<file path="config.mk">
export PLATFORM = sky130hd
export DESIGN_NAME = button_press_mode_cycler_flat
export DESIGN_NICKNAME = d
export VERILOG_FILES = /design/src/rtl/core/bpmc_pkg.sv /design/src/rtl/core/bpmc_in_if.sv /design/src/rtl/core/bpmc_out_if.sv /design/src/rtl/core/button_press_mode_cycler.sv /design/src/flat_wrapper.sv
export VERILOG_INCLUDE_DIRS = /design/src /design/src/rtl/core
export SDC_FILE = /design/constraint.sdc
export NUM_CORES = 1
export LEC_CHECK = 0
export CAP_MARGIN = 20
export CORE_MARGIN = 5
export CORE_UTILIZATION = 41
export CTS_CLUSTER_SIZE = 28
export DETAILED_ROUTE_END_ITERATION = 16
export DONT_BUFFER_PORTS = 1
export SLEW_MARGIN = 20
export SYNTH_ARGS = -nofsm -noshare
export SYNTH_HDL_FRONTEND = slang
export SYNTH_SLANG_ARGS = --single-unit
</file>
<file path="constraint.sdc">
create_clock -name clk -period 31 [get_ports clk]
set_input_delay 9.3 -clock clk [delete_from_list [all_inputs] [get_ports clk]]
set_output_delay 9.3 -clock clk [all_outputs]
set_load 0.005 [all_outputs]
</file>
<file path="src/rtl/core/assert_macros.svh">
// assertion macros shared by the rtl
// expects clk and arst_n in the scope of use
`ifndef ASSERT_MACROS_SVH
`define ASSERT_MACROS_SVH

// clocked check, disabled while in reset
`define ASSERT_CLK(label, prop, msg) \
	label: assert property (@(posedge clk) disable iff (!arst_n) prop) else $error(msg);

// implication helper built on the clocked check
`define ASSERT_IMPLIES(label, ante, cons, msg) \
	`ASSERT_CLK(label, (ante) |-> (cons), msg)

`endif

</file>
<file path="src/rtl/core/bpmc_pkg.sv">
// shared types, register indexes and mode codes for the button mode cycler
// no dependencies
package bpmc_pkg;

	localparam int TIME_BITS = 32;
	localparam int NOW_W = 32;
	localparam int REG_IDX_W = 3;
	localparam int REG_DATA_W = 16;

	typedef logic [TIME_BITS-1:0] time_t;
	typedef logic [NOW_W-1:0] now_t;
	typedef logic [REG_IDX_W-1:0] reg_idx_t;
	typedef logic [REG_DATA_W-1:0] reg_data_t;
	typedef logic [1:0] mode_t;

	localparam reg_idx_t REG_STABLE_SAMPLES = 3'd0;
	localparam reg_idx_t REG_LOCKOUT_MS = 3'd1;
	localparam reg_idx_t REG_MIN_SHORT_GAP_MS = 3'd2;
	localparam reg_idx_t REG_LONG_HOLD_MS = 3'd3;
	localparam reg_idx_t REG_AUTO_SWITCH_DELAY_MS = 3'd4;

	localparam mode_t MODE_SETUP = 2'd0;
	localparam mode_t MODE_GALLERY = 2'd1;
	localparam mode_t MODE_WEATHER_SHOWN = 2'd2;
	localparam mode_t MODE_WEATHER_HIDDEN = 2'd3;

	// wrapping difference of two timestamps
	function automatic time_t elapsed(time_t now, time_t then);
		return now - then;
	endfunction

endpackage

</file>
<file path="src/rtl/core/bpmc_in_if.sv">
// input channel of the button mode cycler: one poll tick per item
// depends on bpmc_pkg
interface bpmc_in_if;
	import bpmc_pkg::*;

	logic valid;
	logic ready;
	logic raw_level;
	now_t now_ms;
	logic link_ready;
	logic reset_ok;

	modport source (output valid, output raw_level, output now_ms, output link_ready,
		output reset_ok, input ready);
	modport sink (input valid, input raw_level, input now_ms, input link_ready,
		input reset_ok, output ready);
endinterface

</file>
<file path="src/rtl/core/bpmc_out_if.sv">
// result channel of the button mode cycler: mode and event flags per tick
// depends on bpmc_pkg
interface bpmc_out_if;
	import bpmc_pkg::*;

	logic valid;
	logic ready;
	mode_t mode;
	logic short_event;
	logic long_event;
	logic auto_event;

	modport source (output valid, output mode, output short_event, output long_event,
		output auto_event, input ready);
	modport sink (input valid, input mode, input short_event, input long_event,
		input auto_event, output ready);
endinterface

</file>
<file path="src/rtl/core/button_press_mode_cycler.sv">
// Button mode cycler. Takes one poll tick per item (raw button level, millisecond
// timestamp, link-ready and reset-ok flags) and returns one result per item: the
// display mode after the tick and short, long and automatic-switch event flags.
// An item is registered on entry and, once the result register is free, is processed
// by a single pass of subtract-and-compare logic into it, so one item is taken every
// cycle while result.ready holds. Registers must be written via wr_en/wr_idx/wr_data
// only while no item is in flight, a rule the block does not enforce. Unknown indexes
// are ignored. Depends on bpmc_pkg, bpmc_in_if, bpmc_out_if and assert_macros.svh.
`include "assert_macros.svh"

module button_press_mode_cycler (
	input logic clk,
	input logic arst_n,
	input logic wr_en,
	input bpmc_pkg::reg_idx_t wr_idx,
	input bpmc_pkg::reg_data_t wr_data,
	bpmc_in_if.sink sample,
	bpmc_out_if.source result
);
	import bpmc_pkg::*;

	// configuration
	logic [7:0] stable_samples_q;
	logic [15:0] lockout_ms_q;
	logic [15:0] min_short_gap_ms_q;
	logic [15:0] long_hold_ms_q;
	logic [15:0] auto_delay_ms_q;

	// input stage
	logic valid_s1;
	logic raw_s1;
	time_t now_s1;
	logic link_s1;
	logic rst_ok_s1;

	// block state
	logic deb_q;
	logic long_done_q;
	logic [7:0] differ_q;
	time_t press_start_q;
	time_t last_change_q;
	time_t last_short_q;
	logic [1:0] primed_q;
	mode_t mode_q;
	logic link_seen_q;
	logic auto_pending_q;
	time_t link_time_q;

	// result register
	logic out_valid_q;
	mode_t out_mode_q;
	logic out_short_q;
	logic out_long_q;
	logic out_auto_q;

	logic fire_s1;

	// next-state values
	logic [7:0] differ_inc;
	logic differs;
	logic accept;
	logic deb_n;
	logic long_done_n;
	logic [7:0] differ_n;
	time_t press_start_n;
	logic [1:0] primed_n;
	time_t last_short_n;
	logic short_ev;
	logic long_ev;
	logic auto_ev;
	mode_t mode_a;
	mode_t mode_b;
	mode_t mode_n;
	logic pend_a;
	logic pend_n;
	logic seen_n;
	time_t link_time_n;

	assign fire_s1 = valid_s1 && (!out_valid_q || result.ready);
	assign sample.ready = !valid_s1 || fire_s1;

	always_ff @(posedge clk or negedge arst_n) begin
		if (!arst_n) begin
			stable_samples_q <= 8'd4;
			lockout_ms_q <= 16'd60;
			min_short_gap_ms_q <= 16'd150;
			long_hold_ms_q <= 16'd5000;
			auto_delay_ms_q <= 16'd1500;
		end else if (wr_en) begin
			case (wr_idx)
				REG_STABLE_SAMPLES: stable_samples_q <= wr_data[7:0];
				REG_LOCKOUT_MS: lockout_ms_q <= wr_data;
				REG_MIN_SHORT_GAP_MS: min_short_gap_ms_q <= wr_data;
				REG_LONG_HOLD_MS: long_hold_ms_q <= wr_data;
				REG_AUTO_SWITCH_DELAY_MS: auto_delay_ms_q <= wr_data;
				default: ;
			endcase
		end
	end

	always_ff @(posedge clk or negedge arst_n) begin
		if (!arst_n) begin
			valid_s1 <= 1'b0;
		end else if (sample.ready) begin
			valid_s1 <= sample.valid;
		end
	end

	always_ff @(posedge clk) begin
		if (sample.valid && sample.ready) begin
			raw_s1 <= sample.raw_level;
			now_s1 <= time_t'(sample.now_ms);
			link_s1 <= sample.link_ready;
			rst_ok_s1 <= sample.reset_ok;
		end
	end

	always_comb begin
		differs = raw_s1 != deb_q;
		differ_inc = (differ_q == 8'hFF) ? differ_q : differ_q + 8'd1;
		accept = differs && (differ_inc >= stable_samples_q) &&
			(primed_q[0] || elapsed(now_s1, last_change_q) >= time_t'(lockout_ms_q));

		deb_n = deb_q;
		long_done_n = long_done_q;
		press_start_n = press_start_q;
		primed_n = primed_q;
		last_short_n = last_short_q;
		short_ev = 1'b0;
		mode_a = mode_q;
		differ_n = differs ? differ_inc : 8'd0;

		if (accept) begin
			differ_n = 8'd0;
			deb_n = raw_s1;
			primed_n[0] = 1'b0;
			if (raw_s1) begin
				press_start_n = now_s1;
				long_done_n = 1'b0;
			end else if (!long_done_q && (primed_q[1] ||
				elapsed(now_s1, last_short_q) >= time_t'(min_short_gap_ms_q))) begin
				last_short_n = now_s1;
				primed_n[1] = 1'b0;
				mode_a = mode_q + 2'd1;
				short_ev = 1'b1;
			end
		end

		// long hold, measured from the possibly just-updated press start
		long_ev = deb_n && !long_done_n &&
			elapsed(now_s1, press_start_n) >= time_t'(long_hold_ms_q);
		mode_b = mode_a;
		if (long_ev) begin
			long_done_n = 1'b1;
			if (rst_ok_s1) begin
				mode_b = MODE_SETUP;
			end
		end

		// link edge arms the automatic move out of setup
		seen_n = link_seen_q;
		link_time_n = link_time_q;
		pend_a = auto_pending_q;
		pend_n = auto_pending_q;
		mode_n = mode_b;
		auto_ev = 1'b0;
		if (!link_s1) begin
			seen_n = 1'b0;
			pend_n = 1'b0;
		end else begin
			if (!link_seen_q) begin
				seen_n = 1'b1;
				link_time_n = now_s1;
				pend_a = mode_b == MODE_SETUP;
			end
			pend_n = pend_a;
			if (pend_a) begin
				if (mode_b != MODE_SETUP) begin
					pend_n = 1'b0;
				end else if (elapsed(now_s1, link_time_n) >= time_t'(auto_delay_ms_q)) begin
					pend_n = 1'b0;
					mode_n = MODE_GALLERY;
					auto_ev = 1'b1;
				end
			end
		end
	end

	always_ff @(posedge clk or negedge arst_n) begin
		if (!arst_n) begin
			deb_q <= 1'b0;
			long_done_q <= 1'b0;
			differ_q <= 8'd0;
			press_start_q <= '0;
			last_change_q <= '0;
			last_short_q <= '0;
			primed_q <= 2'b11;
			mode_q <= MODE_SETUP;
			link_seen_q <= 1'b0;
			auto_pending_q <= 1'b0;
			link_time_q <= '0;
		end else if (fire_s1) begin
			deb_q <= deb_n;
			long_done_q <= long_done_n;
			differ_q <= differ_n;
			press_start_q <= press_start_n;
			if (accept) begin
				last_change_q <= now_s1;
			end
			last_short_q <= last_short_n;
			primed_q <= primed_n;
			mode_q <= mode_n;
			link_seen_q <= seen_n;
			auto_pending_q <= pend_n;
			link_time_q <= link_time_n;
		end
	end

	always_ff @(posedge clk or negedge arst_n) begin
		if (!arst_n) begin
			out_valid_q <= 1'b0;
		end else if (fire_s1) begin
			out_valid_q <= 1'b1;
		end else if (result.ready) begin
			out_valid_q <= 1'b0;
		end
	end

	always_ff @(posedge clk) begin
		if (fire_s1) begin
			out_mode_q <= mode_n;
			out_short_q <= short_ev;
			out_long_q <= long_ev;
			out_auto_q <= auto_ev;
		end
	end

	assign result.valid = out_valid_q;
	assign result.mode = out_mode_q;
	assign result.short_event = out_short_q;
	assign result.long_event = out_long_q;
	assign result.auto_event = out_auto_q;

	`ASSERT_IMPLIES(a_auto_to_gallery, out_valid_q && out_auto_q, out_mode_q == MODE_GALLERY,
		"automatic switch did not land in gallery")
	`ASSERT_IMPLIES(a_short_on_release, out_valid_q && out_short_q, !deb_q && !out_long_q,
		"short press reported while button held or with long press")
	`ASSERT_IMPLIES(a_long_while_held, out_valid_q && out_long_q, deb_q && long_done_q,
		"long press reported without a held button")
	`ASSERT_CLK(a_state_holds, !fire_s1 |=> $stable(mode_q) && $stable(deb_q),
		"state changed without an item processed")
	`ASSERT_CLK(a_item_kept, valid_s1 && !fire_s1 |=> valid_s1,
		"item dropped from input stage")

endmodule

</file>
<file path="src/flat_wrapper.sv">
// flat-port wrapper written by rule: the top's interface ports become plain ports
module button_press_mode_cycler_flat import bpmc_pkg::*;
  (clk, arst_n, wr_en, wr_idx, wr_data, sample_valid, sample_raw_level, sample_now_ms, sample_link_ready, sample_reset_ok, sample_ready, result_valid, result_mode, result_short_event, result_long_event, result_auto_event, result_ready);
  bpmc_in_if sample_i ();
  bpmc_out_if result_i ();
  input logic clk;
  input logic arst_n;
  input logic wr_en;
  input bpmc_pkg::reg_idx_t wr_idx;
  input bpmc_pkg::reg_data_t wr_data;
  input wire logic [$bits(sample_i.valid)-1:0] sample_valid;
  input wire logic [$bits(sample_i.raw_level)-1:0] sample_raw_level;
  input wire logic [$bits(sample_i.now_ms)-1:0] sample_now_ms;
  input wire logic [$bits(sample_i.link_ready)-1:0] sample_link_ready;
  input wire logic [$bits(sample_i.reset_ok)-1:0] sample_reset_ok;
  output wire logic [$bits(sample_i.ready)-1:0] sample_ready;
  output wire logic [$bits(result_i.valid)-1:0] result_valid;
  output wire logic [$bits(result_i.mode)-1:0] result_mode;
  output wire logic [$bits(result_i.short_event)-1:0] result_short_event;
  output wire logic [$bits(result_i.long_event)-1:0] result_long_event;
  output wire logic [$bits(result_i.auto_event)-1:0] result_auto_event;
  input wire logic [$bits(result_i.ready)-1:0] result_ready;
  assign sample_i.valid = sample_valid;
  assign sample_i.raw_level = sample_raw_level;
  assign sample_i.now_ms = sample_now_ms;
  assign sample_i.link_ready = sample_link_ready;
  assign sample_i.reset_ok = sample_reset_ok;
  assign sample_ready = sample_i.ready;
  assign result_valid = result_i.valid;
  assign result_mode = result_i.mode;
  assign result_short_event = result_i.short_event;
  assign result_long_event = result_i.long_event;
  assign result_auto_event = result_i.auto_event;
  assign result_i.ready = result_ready;
  button_press_mode_cycler u_core (.clk(clk), .arst_n(arst_n), .wr_en(wr_en), .wr_idx(wr_idx), .wr_data(wr_data), .sample(sample_i), .result(result_i));
endmodule
</file>
== Yosys cells after proc, flatten, opt, wreduce, memory -nomap -nowiden ==
Index checks and enable logic that the tools add are counted.
Word-level totals
  word-level logic and storage cells: 108
  bits in registers: 258
  output and inout port bits: 7
  bits of input ports: 59
Operators by class
  $add $sub $neg: 6
  equal/unequal tests: 6
  $lt $le $gt $ge: 5
  multiplexer cells: 31
  bitwise logic cells: 4
  reduce and logical (&&, ||, !) cells: 29
Operators with widths (count)
  greater-or-equal comparator 32 x 16 -> 1 bit: 4
  2-to-1 mux 32 bit: 4
  subtractor 32 bit: 4
  2-to-1 mux 8 bit: 3
  2-to-1 mux 2 bit: 9
  2-to-1 mux 1 bit: 15
  AND reduction 2 bit: 7
  adder 8 x 1 -> 8 bit (second input constant): 1
  == test 8 bit (second input constant): 1
  greater-or-equal comparator 8 bit: 1
  logical AND 1 bit: 7
  == test 3 x 2 -> 1 bit (second input constant): 2
  logical NOT 1 bit: 4
  logical OR 1 bit: 4
  inverter 1 bit: 4
  AND reduction 4 bit: 1
  nonzero test 2 bit: 2
  == test 3 x 1 -> 1 bit (second input constant): 1
  == test 3 bit (second input constant): 1
  logical NOT 3 bit: 1
  OR reduction 3 bit: 1
  adder 2 x 1 -> 2 bit (second input constant): 1
  logical NOT 2 bit: 1
  OR reduction 2 bit: 1
  != test 1 bit: 1

== Longest topological paths before layout ==
Gate-level depths: netlist of the first run.
  word-level depth: 15
  depth in mapped cells: 55
  mapped depth without buffers: 51

== Worst setup path before layout of the first run ==
Ideal clock, no wire load.
  path type: input to output
  start point: in result_ready
  end point: out sample_ready
  required time: 21700 ps
  stages: 1
  arrival time: 9474 ps
  slack: 12226 ps
  cell sequence: nand3b_1
Between the ends
  cells in the longest elaborated chain, start to end: 3
Ends and longest elaborated chain
  start, declared: RTL line flat_wrapper.sv:22  | input wire logic [$bits(result_i.ready)-1:0] result_ready;
  logical OR 1 bit: RTL line button_press_mode_cycler.sv:79  | assign fire_s1 = valid_s1 && (!out_valid_q || result.ready);
  logical AND 1 bit: RTL line button_press_mode_cycler.sv:79
  logical OR 1 bit: RTL line button_press_mode_cycler.sv:80  | assign sample.ready = !valid_s1 || fire_s1;
  end, declared: RTL line flat_wrapper.sv:16  | output wire logic [$bits(sample_i.ready)-1:0] sample_ready;
Every way passes these cells.

== Final worst setup path of the first run ==
Same ends and word-level chain as after synthesis.

==> reports/qor.log, run 1 <==
[floorplanning] die extent in x 226 um
[worst_setup_path] cells traversed along the worst timing path nand3b_1
[grt] remaining global-route overflow 0
[worst_setup_path] Crit Path Category in2out
[routing] average wire per cell in the routed design 17.6 um
[sta] number of hold violations in the final report 0
[clocking] number of hold-repair buffers added at the cts stage 0
[worst_setup_path] Crit Reg-Reg Endpoint u_core.result.mode[0]
[clocking] clock buffer count from CTS 34
[routing] metal2 WL 22,400 um
[sta] maximum achievable frequency 0.0532 GHz
[final_layout] filler instances 4,437
[power] worst vdd rail ir drop 0.0496 mV
[placed_design] Port Buffer Count 0
[worst_setup_path] arrival time worst endpoint 9.49 ns
[yosys] count of synthesis-stage warnings from yosys 0
[worst_setup_path] slowest stage cell, crit path sky130_fd_sc_hd__nand3b_1
[yosys] count of mapped cells out of synthesis 2,078
[floorplanning] Die ar. 51,100 um^2
[power] Lkg Pwr 9.14 nW
[worst_setup_path] cell count of the worst reg-to-reg path 48
[yosys] Distinct cells, synth 95
[final_layout] number of nets in the layout 2,332
[grt] wire length of the first global-routing pass 77,500 um
[yosys] share of flip-flops with an asynchronous set or reset 84.5%
[floorplanning] starting utilization of the core area 41.3%
[routing] via count 15,000
[worst_setup_path] reg2reg start u_core.now_s1[8]
[final_layout] sequential cell area 6690 um^2
[power] areal power density over the cells 80.0 nW/um^2
[placed_design] final weighted congestion of routability-driven global placement 0.879
[worst_setup_path] Max FO, Critical Path 3
[final_layout] # diodes 0
[clocking] clock tree root buffer cell sky130_fd_sc_hd__clkbuf_16
[sta] setup total negative slack 0 ns
[final_layout] fraction of final layout cells with drive strength greater than 1 11.9%
[sta] worst setup skew after layout 0.0294 ns
[run_status] status finished clean
[final_layout] Area growth, synth to finish 9.57%
[sta] worst slew margin relative to its limit 31.6%
[floorplanning] top-level port count 66
[worst_setup_path] register-to-register setup slack 18.90 ns
[clocking] clock tree from TritonCTS done
[clocking] Clk Latency, worst-skew pair 0.55 ns
[placed_design] post-detail-place hpwl 35,800 um
[worst_setup_path] count of buffer and inverter cells on the critical path 0
[grt] overall fraction of global-route tracks in use 18.7%
[routing] total wire length 47,700 um
[clocking] clk buf depth 3
[min_path] type of the tightest min-delay check reg2reg
[routing] DR pass1 iterations 7
[sta] post-route clock period utilization 60.6%
[routing] wire length on met3 2580 um
[job] max-cap viol count 0
[routing] remaining antenna violation count after routing 0
[min_path] worst hold start u_core.link_time_q[21]
[yosys] synthesized net count 2,335
[sta] unrepaired setup endpoints after global routing false
[clocking] clock-pin slew of the registers on the worst-case setup and hold paths 0.05 ns
[clocking] H-tree levels 2
[routing] initial drt markers 902
[sta] time the worst path needs with I/O delays and setup 18.79 ns
[routing] routed via count divided by cell count 5.55
[floorplanning] area inside the core boundary 46,400 um^2
[floorplanning] Die Ht 226 um
[yosys] mean post-synth cell area 9.21 um^2
[clocking] Sink Count 258
[min_path] Hold Path Sink u_core.link_time_q[21]
[clocking] CTS-repair resized insts 0
[routing] post-detailed-route DRC marker count 0
[grt] initial antenna violation count 0
[final_layout] area taken by multi-input logic gates 11,600 um^2
[sta] Setup Viol. Count Final 0
[worst_setup_path] CP Capture Type output pin
[final_layout] Layout Utilization 45.2%
[worst_setup_path] critical path data required time 21.70 ns
[worst_setup_path] highest cell delay on the worst timing path 0.19 ns
[yosys] cell area after synthesis 19,100 um^2
[routing] M1 wire length 21,400 um
[yosys] number of enable-type register cells in the synthesized netlist 40
[clocking] post-CTS repair timing setup buffer count 0
[yosys] number of register bits inferred by synthesis 258
[yosys] sequential area share after synthesis 34.9%
[floorplanning] Core Rows 79
[routing] top layer used by detailed routing met4
[grt] largest net degree at the start of global routing 219
[worst_setup_path] dominant delay contributor by cell family on the critical path simple AND/OR/NAND/NOR gates
[sta] total count of max-transition violations in the final report 0
[min_path] instance count along the most critical hold path 2
[yosys] main flop type after synthesis sky130_fd_sc_hd__dfrtp_1
[sta] transition time at the pin with the least slew margin 1.00 ns
[grt] vias in the first global route 14,700
[worst_setup_path] critical path startpoint category input pin
power breakdown:
part           internal, mW  switching [mW]
sequential            0.428          0.0432
clock                 0.228           0.155
combinational         0.355           0.469
cells in the mapped netlist (9+ instances only):
library cell	n	area, um^2
sky130_fd_sc_hd__clkbuf_1	52	195
sky130_fd_sc_hd__o31ai_1	11	82.6
sky130_fd_sc_hd__xnor2_1	47	412
sky130_fd_sc_hd__o21a_1	24	180
sky130_fd_sc_hd__o211ai_1	15	113
sky130_fd_sc_hd__dfrtp_1	195	4880
sky130_fd_sc_hd__edfxtp_1	40	1200
sky130_fd_sc_hd__mux2i_1	71	711
sky130_fd_sc_hd__a2111oi_0	9	78.8
sky130_fd_sc_hd__nor2b_1	23	144
sky130_fd_sc_hd__ha_1	194	2430
sky130_fd_sc_hd__nand2_1	198	743
sky130_fd_sc_hd__a21oi_1	148	741
sky130_fd_sc_hd__mux2_1	9	101
sky130_fd_sc_hd__mux2_2	107	1200
sky130_fd_sc_hd__nand4_1	22	138
sky130_fd_sc_hd__and3_1	13	81.3
sky130_fd_sc_hd__inv_1	177	664
sky130_fd_sc_hd__nor2_1	107	402
sky130_fd_sc_hd__dfstp_2	23	604
sky130_fd_sc_hd__nand3_1	37	185
sky130_fd_sc_hd__a211oi_1	12	90.1
sky130_fd_sc_hd__nor3_1	34	170
sky130_fd_sc_hd__o21bai_1	13	97.6
sky130_fd_sc_hd__and2_1	15	93.8
sky130_fd_sc_hd__nand2b_1	39	244
sky130_fd_sc_hd__xor2_1	31	272
sky130_fd_sc_hd__o21ai_0	185	926
sky130_fd_sc_hd__a21o_1	52	390
sky130_fd_sc_hd__or3_1	10	62.6
registers in the layout, indices dropped and copies added (netlist names), 16 cells and up:
signal                     cells
u_core.auto_delay_ms_q        16
u_core.last_change_q          32
u_core.last_short_q           32
u_core.link_time_q            32
u_core.lockout_ms_q           16
u_core.long_hold_ms_q         16
u_core.min_short_gap_ms_q     16
u_core.now_s1                 32
u_core.press_start_q          32
worst min-delay path, stage by stage (launching register included):
cell	delay, ns
sky130_fd_sc_hd__dfrtp_1	0.34
sky130_fd_sc_hd__nand2_1	0.05
sky130_fd_sc_hd__o21ai_0	0.06
worst max-delay path by stage:
stage                  from      endpoint  depth (start not counted)
6_report       result_ready  sample_ready                          1
3_3_place_gp   result_ready  sample_ready                          1
4_1_cts        result_ready  sample_ready                          1
3_5_place_dp   result_ready  sample_ready                          1
2_1_floorplan  result_ready  sample_ready                          1
5_1_grt        result_ready  sample_ready                          1
kinds of logic after synthesis:
family	synth area share (%)
AND/OR/NAND/NOR	13.8
AO/OA/AOI/OAI	19.2
multiplexers	10.5
XOR/XNOR	3.57
adder cells (fa/ha/maj)	13.2
flip-flops	34.9
buffers and inverters	4.81
cell type report:
class                      count  area share [%]
inverter                     177            3.17
timing repair buffer          24           0.859
clock inverter                13           0.555
tap                          607            3.62
multi-input combinational   1580            55.3
clock buffer                  49            4.62
sequential                   258            31.9
metrics by stage:
step	power, mW	instances	setup WS (ns)	area (um^2)	hold WS, ns
after floorplan	1.12	2078	12.23	19100	0.446
after global placement	1.28	2646	12.20	19900	0.463
after detailed placement	1.29	2646	12.21	19900	0.469
after CTS	1.69	2708	12.21	21000	0.482
after global routing	1.83	2708	12.20	21000	0.498
final	1.68	2708	12.21	21000	0.478
metal layers:
layer	up-vias	GRT usage, %
met5	-	0
met4	0	5.38
met3	77	4.24
met2	287	31.3
met1	7176	24.3
li1	7481	-
placed cells by master, fill, tap and decap left out, types with 37 or more instances in the layout:
cell type / n
sky130_fd_sc_hd__xnor2_1: 47
sky130_fd_sc_hd__nand2b_1: 39
sky130_fd_sc_hd__edfxtp_1: 40
sky130_fd_sc_hd__dfrtp_1: 194
sky130_fd_sc_hd__nand2_1: 195
sky130_fd_sc_hd__a21oi_1: 148
sky130_fd_sc_hd__o21ai_0: 185
sky130_fd_sc_hd__inv_1: 177
sky130_fd_sc_hd__nor2_1: 107
sky130_fd_sc_hd__mux2_2: 107
sky130_fd_sc_hd__mux2i_1: 71
sky130_fd_sc_hd__ha_1: 194
sky130_fd_sc_hd__a21o_1: 52
sky130_fd_sc_hd__nand3_1: 37
Power figures use the tool's default switching activity.
==> run 2, diff against run 1 <==
==> constraint.sdc (replaced) <==
create_clock -name clk -period 19.6 [get_ports clk]
set_input_delay 5.88 -clock clk [delete_from_list [all_inputs] [get_ports clk]]
set_output_delay 5.88 -clock clk [all_outputs]
set_load 0.005 [all_outputs]
==> run 2 against run 1 <==
Net effect:
- sequential share of layout area shrank 0.099 points
- worst hold slack improved by 0.00076 ns
- largest power group unchanged
- highest routed layer unchanged
- worst setup slack worse by 4.6 ns
- cell count rose by 0.15%
- global-route usage grew 0.81 points
- power rose by 60%
- non-clock buffer count increased by 2
- die area unchanged
- largest cell class unchanged
==> reports/qor.log, run 2 (same netlist as run 1, synthesis figures left out) <==
[floorplanning] Die ar. 51,100 um^2 [unchanged]
[routing] total wire length 49,800 um [+4.3%]
[power] Lkg Pwr 9.18 nW [+0.38%]
[grt] initial antenna violation count 1 [+1]
[power] cell-internal power 1.61 mW [+59%]
[clocking] clock tree root buffer cell sky130_fd_sc_hd__clkbuf_16
[final_layout] number of nets in the layout 2,334 [+0.086%]
[power] net switching fraction of the power 40.0% [+0.30 points]
[grt] remaining global-route overflow 0 [unchanged]
[clocking] number of hold-repair buffers added at the cts stage 0 [unchanged]
[grt] vias in the first global route 15,000 [+1.8%]
[clocking] clk buf depth 3 [unchanged]
[grt] wire length of the first global-routing pass 80,500 um [+3.9%]
[sta] post-route clock period utilization 61.0%
[routing] average wire per cell in the routed design 18.4 um [+4.1%]
[clocking] clock-pin slew of the registers on the worst-case setup and hold paths 0.06 ns [about the same]
[worst_setup_path] CP Capture Type output pin
[sta] worst setup skew after layout 0.0212 ns [-0.00823 ns]
[grt] layer with the highest usage after global routing met2
[power] worst vdd rail ir drop 0.0687 mV [+38%]
[power] areal power density over the cells 128 nW/um^2 [+59%]
[power] share of power burned in the clock network 23.0% [+0.2 points]
[placed_design] final weighted congestion of routability-driven global placement 0.873 [-0.66%]
[routing] DR pass1 iterations 7 [unchanged]
[worst_setup_path] Max FO, Critical Path 3 [unchanged]
[placed_design] Port Buffer Count 0 [unchanged]
[min_path] type of the tightest min-delay check reg2reg
[routing] initial drt markers 1,102 [+22%]
[routing] via count 15,200 [+1.3%]
[placed_design] post-detail-place hpwl 37,200 um [+3.7%]
[floorplanning] area inside the core boundary 46,400 um^2 [unchanged]
[worst_setup_path] critical path startpoint category input pin
[job] max-cap viol count 0 [unchanged]
[clocking] clock tree from TritonCTS done
[worst_setup_path] dominant delay contributor by cell family on the critical path simple AND/OR/NAND/NOR gates
[worst_setup_path] cells traversed along the worst timing path nand3b_1
[floorplanning] Core Rows 79 [unchanged]
[sta] Setup Viol. Count Final 0 [unchanged]
[routing] post-detailed-route DRC marker count 0 [unchanged]
[worst_setup_path] arrival time worst endpoint 6.08 ns [-3.41 ns]
[worst_setup_path] slowest stage cell, crit path sky130_fd_sc_hd__nand3b_1
[floorplanning] top-level port count 66 [unchanged]
[routing] remaining antenna violation count after routing 0 [unchanged]
[floorplanning] starting utilization of the core area 41.3% [unchanged]
[final_layout] Area growth, synth to finish 9.91%
[sta] total count of max-transition violations in the final report 0 [unchanged]
[worst_setup_path] count of buffer and inverter cells on the critical path 0 [unchanged]
[floorplanning] Die Ht 226 um [unchanged]
[power] sequential share of power 27.8% [-0.3 points]
[sta] transition time at the pin with the least slew margin 1.16 ns [+0.154 ns]
[grt] M2 GR Usage 32.9% [+1.6 points]
[sta] number of hold violations in the final report 0 [unchanged]
[clocking] CTS-repair resized insts 0 [unchanged]
[floorplanning] die extent in x 226 um [unchanged]
[grt] met1 Resource Use GR 25.6% [+1.3 points]
[sta] unrepaired setup endpoints after global routing false
[grt] overall fraction of global-route tracks in use 19.5% [+0.81 points]
[clocking] Clk Latency, worst-skew pair 0.55 ns [about the same]
[clocking] Sink Count 258 [unchanged]
[final_layout] most frequent cells in the layout sky130_fd_sc_hd__nand2_1, sky130_fd_sc_hd__ha_1, sky130_fd_sc_hd__dfrtp_1
[final_layout] leading cell type in the layout, fill and taps excluded sky130_fd_sc_hd__nand2_1
[worst_setup_path] highest cell delay on the worst timing path 0.20 ns [about the same]
[final_layout] filler instances 4,411 [-0.59%]
[sta] worst slew margin relative to its limit 21.0% [-11 points]
[routing] routed via count divided by cell count 5.61 [+1.2%]
[sta] worst hold margin 0.479 ns [+0.000759 ns]
[worst_setup_path] critical path data required time 13.72 ns [-7.98 ns]
[grt] met3 track utilization from global routing 3.16% [-1.1 points]
[final_layout] fraction of final layout cells with drive strength greater than 1 12.1% [+0.23 points]
[grt] largest net degree at the start of global routing 219 [unchanged]
[clocking] H-tree levels 2 [unchanged]
[run_status] status finished clean
[sta] time the worst path needs with I/O delays and setup 11.96 ns
[worst_setup_path] Crit Path Category in2out
[power] Switch Pwr 1.07 mW [+61%]
[sta] maximum achievable frequency 0.0836 GHz
[clocking] post-CTS repair timing setup buffer count 0 [unchanged]
[sta] setup total negative slack 0 ns [unchanged]
[clocking] clock buffer count from CTS 34 [unchanged]
[power] fraction of power consumed by combinational cells 49.1% [about the same]
## run 2: power by group through the flow
stage / sequential [mW] / clock [mW] / combinational [mW]
final: 0.747 / 0.618 / 1.32
after global placement: 0.751 / 0 / 1.28
after floorplan: 0.736 / 0 / 1.03
after detailed placement: 0.757 / 0 / 1.31
after CTS: 0.748 / 0.638 / 1.32
after global routing: 0.764 / 0.656 / 1.50
## run 2: per-stage QoR
step	setup slack, ns	utilization [%]	cell area (um^2)	power [mW]	instances
after global placement	7.65	42.9	19900	2.03	2647
final	7.64	45.4	21000	2.68	2712
after floorplan	7.67	-	19100	1.77	2078
after CTS	7.64	45.3	21000	2.70	2710
after detailed placement	7.64	42.9	19900	2.06	2648
after global routing	6.61	45.4	21000	2.92	2711
## run 2: cell type report
cell class / count / area, um^2 / area share, %
sequential: 258 / 6690 / 31.8
clock inverter: 15 / 126 / 0.601
timing repair buffer: 26 / 208 / 0.988
tap: 607 / 759 / 3.61
inverter: 177 / 664 / 3.16
clock buffer: 47 / 991 / 4.71
antenna: 2 / 5.00 / 0.0238
multi-input combinational: 1580 / 11600 / 55.1
## run 2: metal layers
| metal | up-vias | share of wire (%) |
|---|---|---|
| li1 | 7487 | - |
| met3 | 85 | 3.8 |
| met1 | 7372 | 46 |
| met5 | - | 0 |
| met2 | 277 | 47 |
| met4 | 0 | 3.2 |
## run 2: worst paths after layout
kind                                        start                           end  slack [ns]  cells after the start
min reg2reg                u_core.link_time_q[18]        u_core.link_time_q[18]        0.48                      2
min                        u_core.link_time_q[18]        u_core.link_time_q[18]        0.48                      2
max                                  result_ready                  sample_ready        7.64                      1
max reg2reg                      u_core.now_s1[8]         u_core.result.mode[0]        7.77                     51
min in group asynchronous                  arst_n  u_core.min_short_gap_ms_q[5]        5.04                      0
max in group asynchronous                  arst_n        u_core.last_short_q[5]       13.94                      0
## run 2: worst min-delay path: cells and delay by family (launching register included)
kind | cells | cell delay (ns)
AND/OR/NAND/NOR | 1 | 0.04
flip-flops | 1 | 0.34
AO/OA/AOI/OAI | 1 | 0.06
==> run 3, diff against run 2 <==
==> constraint.sdc (replaced) <==
create_clock -name clk -period 10.8 [get_ports clk]
set_input_delay 3.24 -clock clk [delete_from_list [all_inputs] [get_ports clk]]
set_output_delay 3.24 -clock clk [all_outputs]
set_load 0.005 [all_outputs]
==> run 3 against run 2 <==
Net effect:
- critical path depth grew 47
- routed wire length grew 7.0%
- core utilization grew 0.66 points
- largest power group unchanged
- highest routed layer unchanged
==> reports/qor.log, run 3 (same netlist as run 1, synthesis figures left out) <==
[min_path] type of the tightest min-delay check reg2reg
[worst_setup_path] arrival time worst endpoint 10.40 ns [+4.32 ns]
[worst_setup_path] dominant delay contributor by cell family on the critical path compound AO/OA/AOI/OAI gates
[placed_design] Port Buffer Count 0 [unchanged]
[routing] via count 15,300 [+0.57%]
[power] overall power 5.02 mW [+87%]
[sta] worst hold margin 0.480 ns [+0.000813 ns]
[routing] average wire per cell in the routed design 19.5 um [+6.0%]
[grt] initial antenna violation count 1 [unchanged]
[grt] wire length of the first global-routing pass 83,300 um [+3.5%]
[min_path] worst hold start u_core.link_time_q[6]
[clocking] Clk Latency, worst-skew pair 0.56 ns [about the same]
[floorplanning] area inside the core boundary 46,400 um^2 [unchanged]
[sta] setup total negative slack 0 ns [unchanged]
[clocking] clock-pin slew of the registers on the worst-case setup and hold paths 0.06 ns [about the same]
[sta] number of hold violations in the final report 0 [unchanged]
[floorplanning] Core Rows 79 [unchanged]
[sta] transition time at the pin with the least slew margin 1.03 ns [-0.125 ns]
[routing] routed via count divided by cell count 5.59 [-0.38%]
[routing] remaining antenna violation count after routing 0 [unchanged]
[final_layout] filler instances 4,454 [+0.97%]
[worst_setup_path] critical path data required time 11.08 ns [-2.64 ns]
[final_layout] most frequent cells in the layout sky130_fd_sc_hd__nand2_1, sky130_fd_sc_hd__ha_1, sky130_fd_sc_hd__dfrtp_1
[sta] total count of max-transition violations in the final report 0 [unchanged]
[worst_setup_path] CP Capture Type flop
[routing] total wire length 53,300 um [+7.0%]
[routing] DR pass1 iterations 5 [-2]
[clocking] H-tree levels 2 [unchanged]
[min_path] instance count along the most critical hold path 2 [unchanged]
[sta] worst slew margin relative to its limit 29.5% [+8.5 points]
[clocking] Sink Count 258 [unchanged]
[clocking] clock tree from TritonCTS done
[worst_setup_path] reg2reg start u_core.now_s1[0]
[worst_setup_path] slowest stage cell, crit path sky130_fd_sc_hd__or4_4
[power] worst vdd rail ir drop 0.118 mV [+71%]
[floorplanning] Die Ht 226 um [unchanged]
[power] Lkg Pwr 9.33 nW [+1.7%]
[final_layout] leading cell type in the layout, fill and taps excluded sky130_fd_sc_hd__nand2_1
[sta] Setup Viol. Count Final 0 [unchanged]
[min_path] Hold Path Sink u_core.link_time_q[6]
[grt] largest net degree at the start of global routing 219 [unchanged]
[floorplanning] top-level port count 66 [unchanged]
[power] areal power density over the cells 236 nW/um^2 [+85%]
[run_status] status finished clean
[placed_design] final weighted congestion of routability-driven global placement 0.930 [+6.5%]
[final_layout] fraction of final layout cells with drive strength greater than 1 13.5% [+1.4 points]
[sta] worst setup skew after layout 0.0302 ns [+0.00901 ns]
[final_layout] Layout Utilization 46.0% [+0.66 points]
[grt] vias in the first global route 15,100 [+0.69%]
[clocking] clk buf depth 3 [unchanged]
[clocking] clock buffer count from CTS 35 [+2.9%]
[clocking] clock tree root buffer cell sky130_fd_sc_hd__clkbuf_16
[sta] post-route clock period utilization 93.7%
[sta] time the worst path needs with I/O delays and setup 10.12 ns
[final_layout] final std cells w/o fill 2,738 [+0.96%]
[job] max-cap viol count 0 [unchanged]
[floorplanning] starting utilization of the core area 41.3% [unchanged]
[floorplanning] die extent in x 226 um [unchanged]
[routing] post-detailed-route DRC marker count 0 [unchanged]
[worst_setup_path] count of buffer and inverter cells on the critical path 1 [+1]
[routing] initial drt markers 1,032 [-6.4%]
[final_layout] number of nets in the layout 2,359 [+1.1%]
[worst_setup_path] highest cell delay on the worst timing path 0.54 ns [+0.34 ns]
[grt] remaining global-route overflow 0 [unchanged]
[worst_setup_path] Max FO, Critical Path 7 [+4]
[floorplanning] Die ar. 51,100 um^2 [unchanged]
[placed_design] post-detail-place hpwl 39,800 um [+7.1%]
[worst_setup_path] Crit Reg-Reg Endpoint u_core.result.mode[0]
[worst_setup_path] critical path startpoint category flop
[worst_setup_path] register-to-register setup slack 0.68 ns [-7.09 ns]
[worst_setup_path] cell seen most often among critical-path stages sky130_fd_sc_hd__ha_1
[sta] maximum achievable frequency 0.0988 GHz
[grt] overall fraction of global-route tracks in use 20.6% [+1.1 points]
[placed_design] dpl cells 2,667 [+0.72%]
[final_layout] Area growth, synth to finish 11.5%
[worst_setup_path] cell count of the worst reg-to-reg path 48 [-5.9%]
[worst_setup_path] Crit Path Category reg2reg
[worst_setup_path] start point of the critical path u_core.now_s1[0]
[run 3: cell count changes in the layout (fill, tap and decap cells not counted), moves of 2 or more]
| cell | previous run | this run |
|---|---|---|
| sky130_fd_sc_hd__fa_2 | 0 | 2 |
| sky130_fd_sc_hd__fa_1 | 4 | 2 |
| sky130_fd_sc_hd__inv_6 | 0 | 4 |
| sky130_fd_sc_hd__bufinv_16 | 1 | 3 |
| sky130_fd_sc_hd__clkbuf_1 | 5 | 7 |
| sky130_fd_sc_hd__clkbuf_8 | 7 | 4 |
| sky130_fd_sc_hd__buf_4 | 25 | 48 |
| sky130_fd_sc_hd__clkbuf_16 | 35 | 37 |
| sky130_fd_sc_hd__a2111oi_2 | 1 | 3 |
| sky130_fd_sc_hd__clkinv_8 | 2 | 0 |
| sky130_fd_sc_hd__buf_6 | 0 | 2 |
| sky130_fd_sc_hd__clkinv_2 | 8 | 6 |
[run 3: timing repair]
action,4_1_cts,5_1_grt
resized for setup,1,15
pin swaps,0,12
endpoints found under the setup margin,1,8
hold buffers,0,0
buffers inserted,0,4
[run 3: power by group]
part	switching, mW	internal, mW	total [mW]
clock	0.463	0.730	1.19
combinational	1.42	1.05	2.48
sequential	0.126	1.23	1.36
total	2.01	3.01	5.02
[run 3: area by class of cell]
| cell class | instances | area (um^2) | area share [%] |
|---|---|---|---|
| Antenna cell | 2 | 5.00 | 0.0235 |
| Multi-Input combinational cell | 1580 | 11700 | 54.6 |
| Sequential cell | 258 | 6690 | 31.3 |
| Inverter | 177 | 664 | 3.11 |
| Clock buffer | 48 | 1010 | 4.72 |
| Tap cell | 607 | 759 | 3.56 |
| Clock inverter | 16 | 175 | 0.821 |
| Timing Repair Buffer | 50 | 383 | 1.79 |
[run 3: worst max-delay path by stage]
stage,endpoint,slack [ns],depth (start not counted)
floorplan,u_core.result.mode[0],0.50,53
global placement,u_core.result.mode[0],0.23,51
detailed placement,u_core.result.mode[0],-0.002,51
CTS,u_core.result.mode[0],0.10,51
global route,u_core.result.mode[0],-0.006,48
finish,u_core.result.mode[0],0.68,48
[run 3: through the flow]
step           instance area [um^2]  worst slack (ns)
2_1_floorplan                 19100             0.496
3_3_place_gp                  20000             0.232
3_5_place_dp                  20000          -0.00245
4_1_cts                       21200             0.102
5_1_grt                       21300          -0.00587
6_report                      21300             0.682
[run 3: per-layer routing]
| layer | wire [um] | track usage, % | up-vias | part of all wire [%] |
|---|---|---|---|---|
| met1 | 23500 | 26.8 | 7360 | 44 |
| li1 | - | - | 7537 | - |
| met5 | 0 | 0 | - | 0 |
| met3 | 2710 | 3.34 | 96 | 5.1 |
| met4 | 2100 | 8.21 | 0 | 3.9 |
| met2 | 24900 | 34.3 | 315 | 47 |
[run 3: worst reg2reg max path: cells and delay by family, from the launching register on]
family / cells / cell delay, ns
and+or+nand+nor: 14 / 2.42
AOI/OAI and AO/OA: 25 / 5.06
xor gates and xnor gates: 2 / 0.31
buffers and inverters: 1 / 0.11
DFF: 1 / 0.33
adders and majority gates: 5 / 1.42
muxes: 1 / 0.23
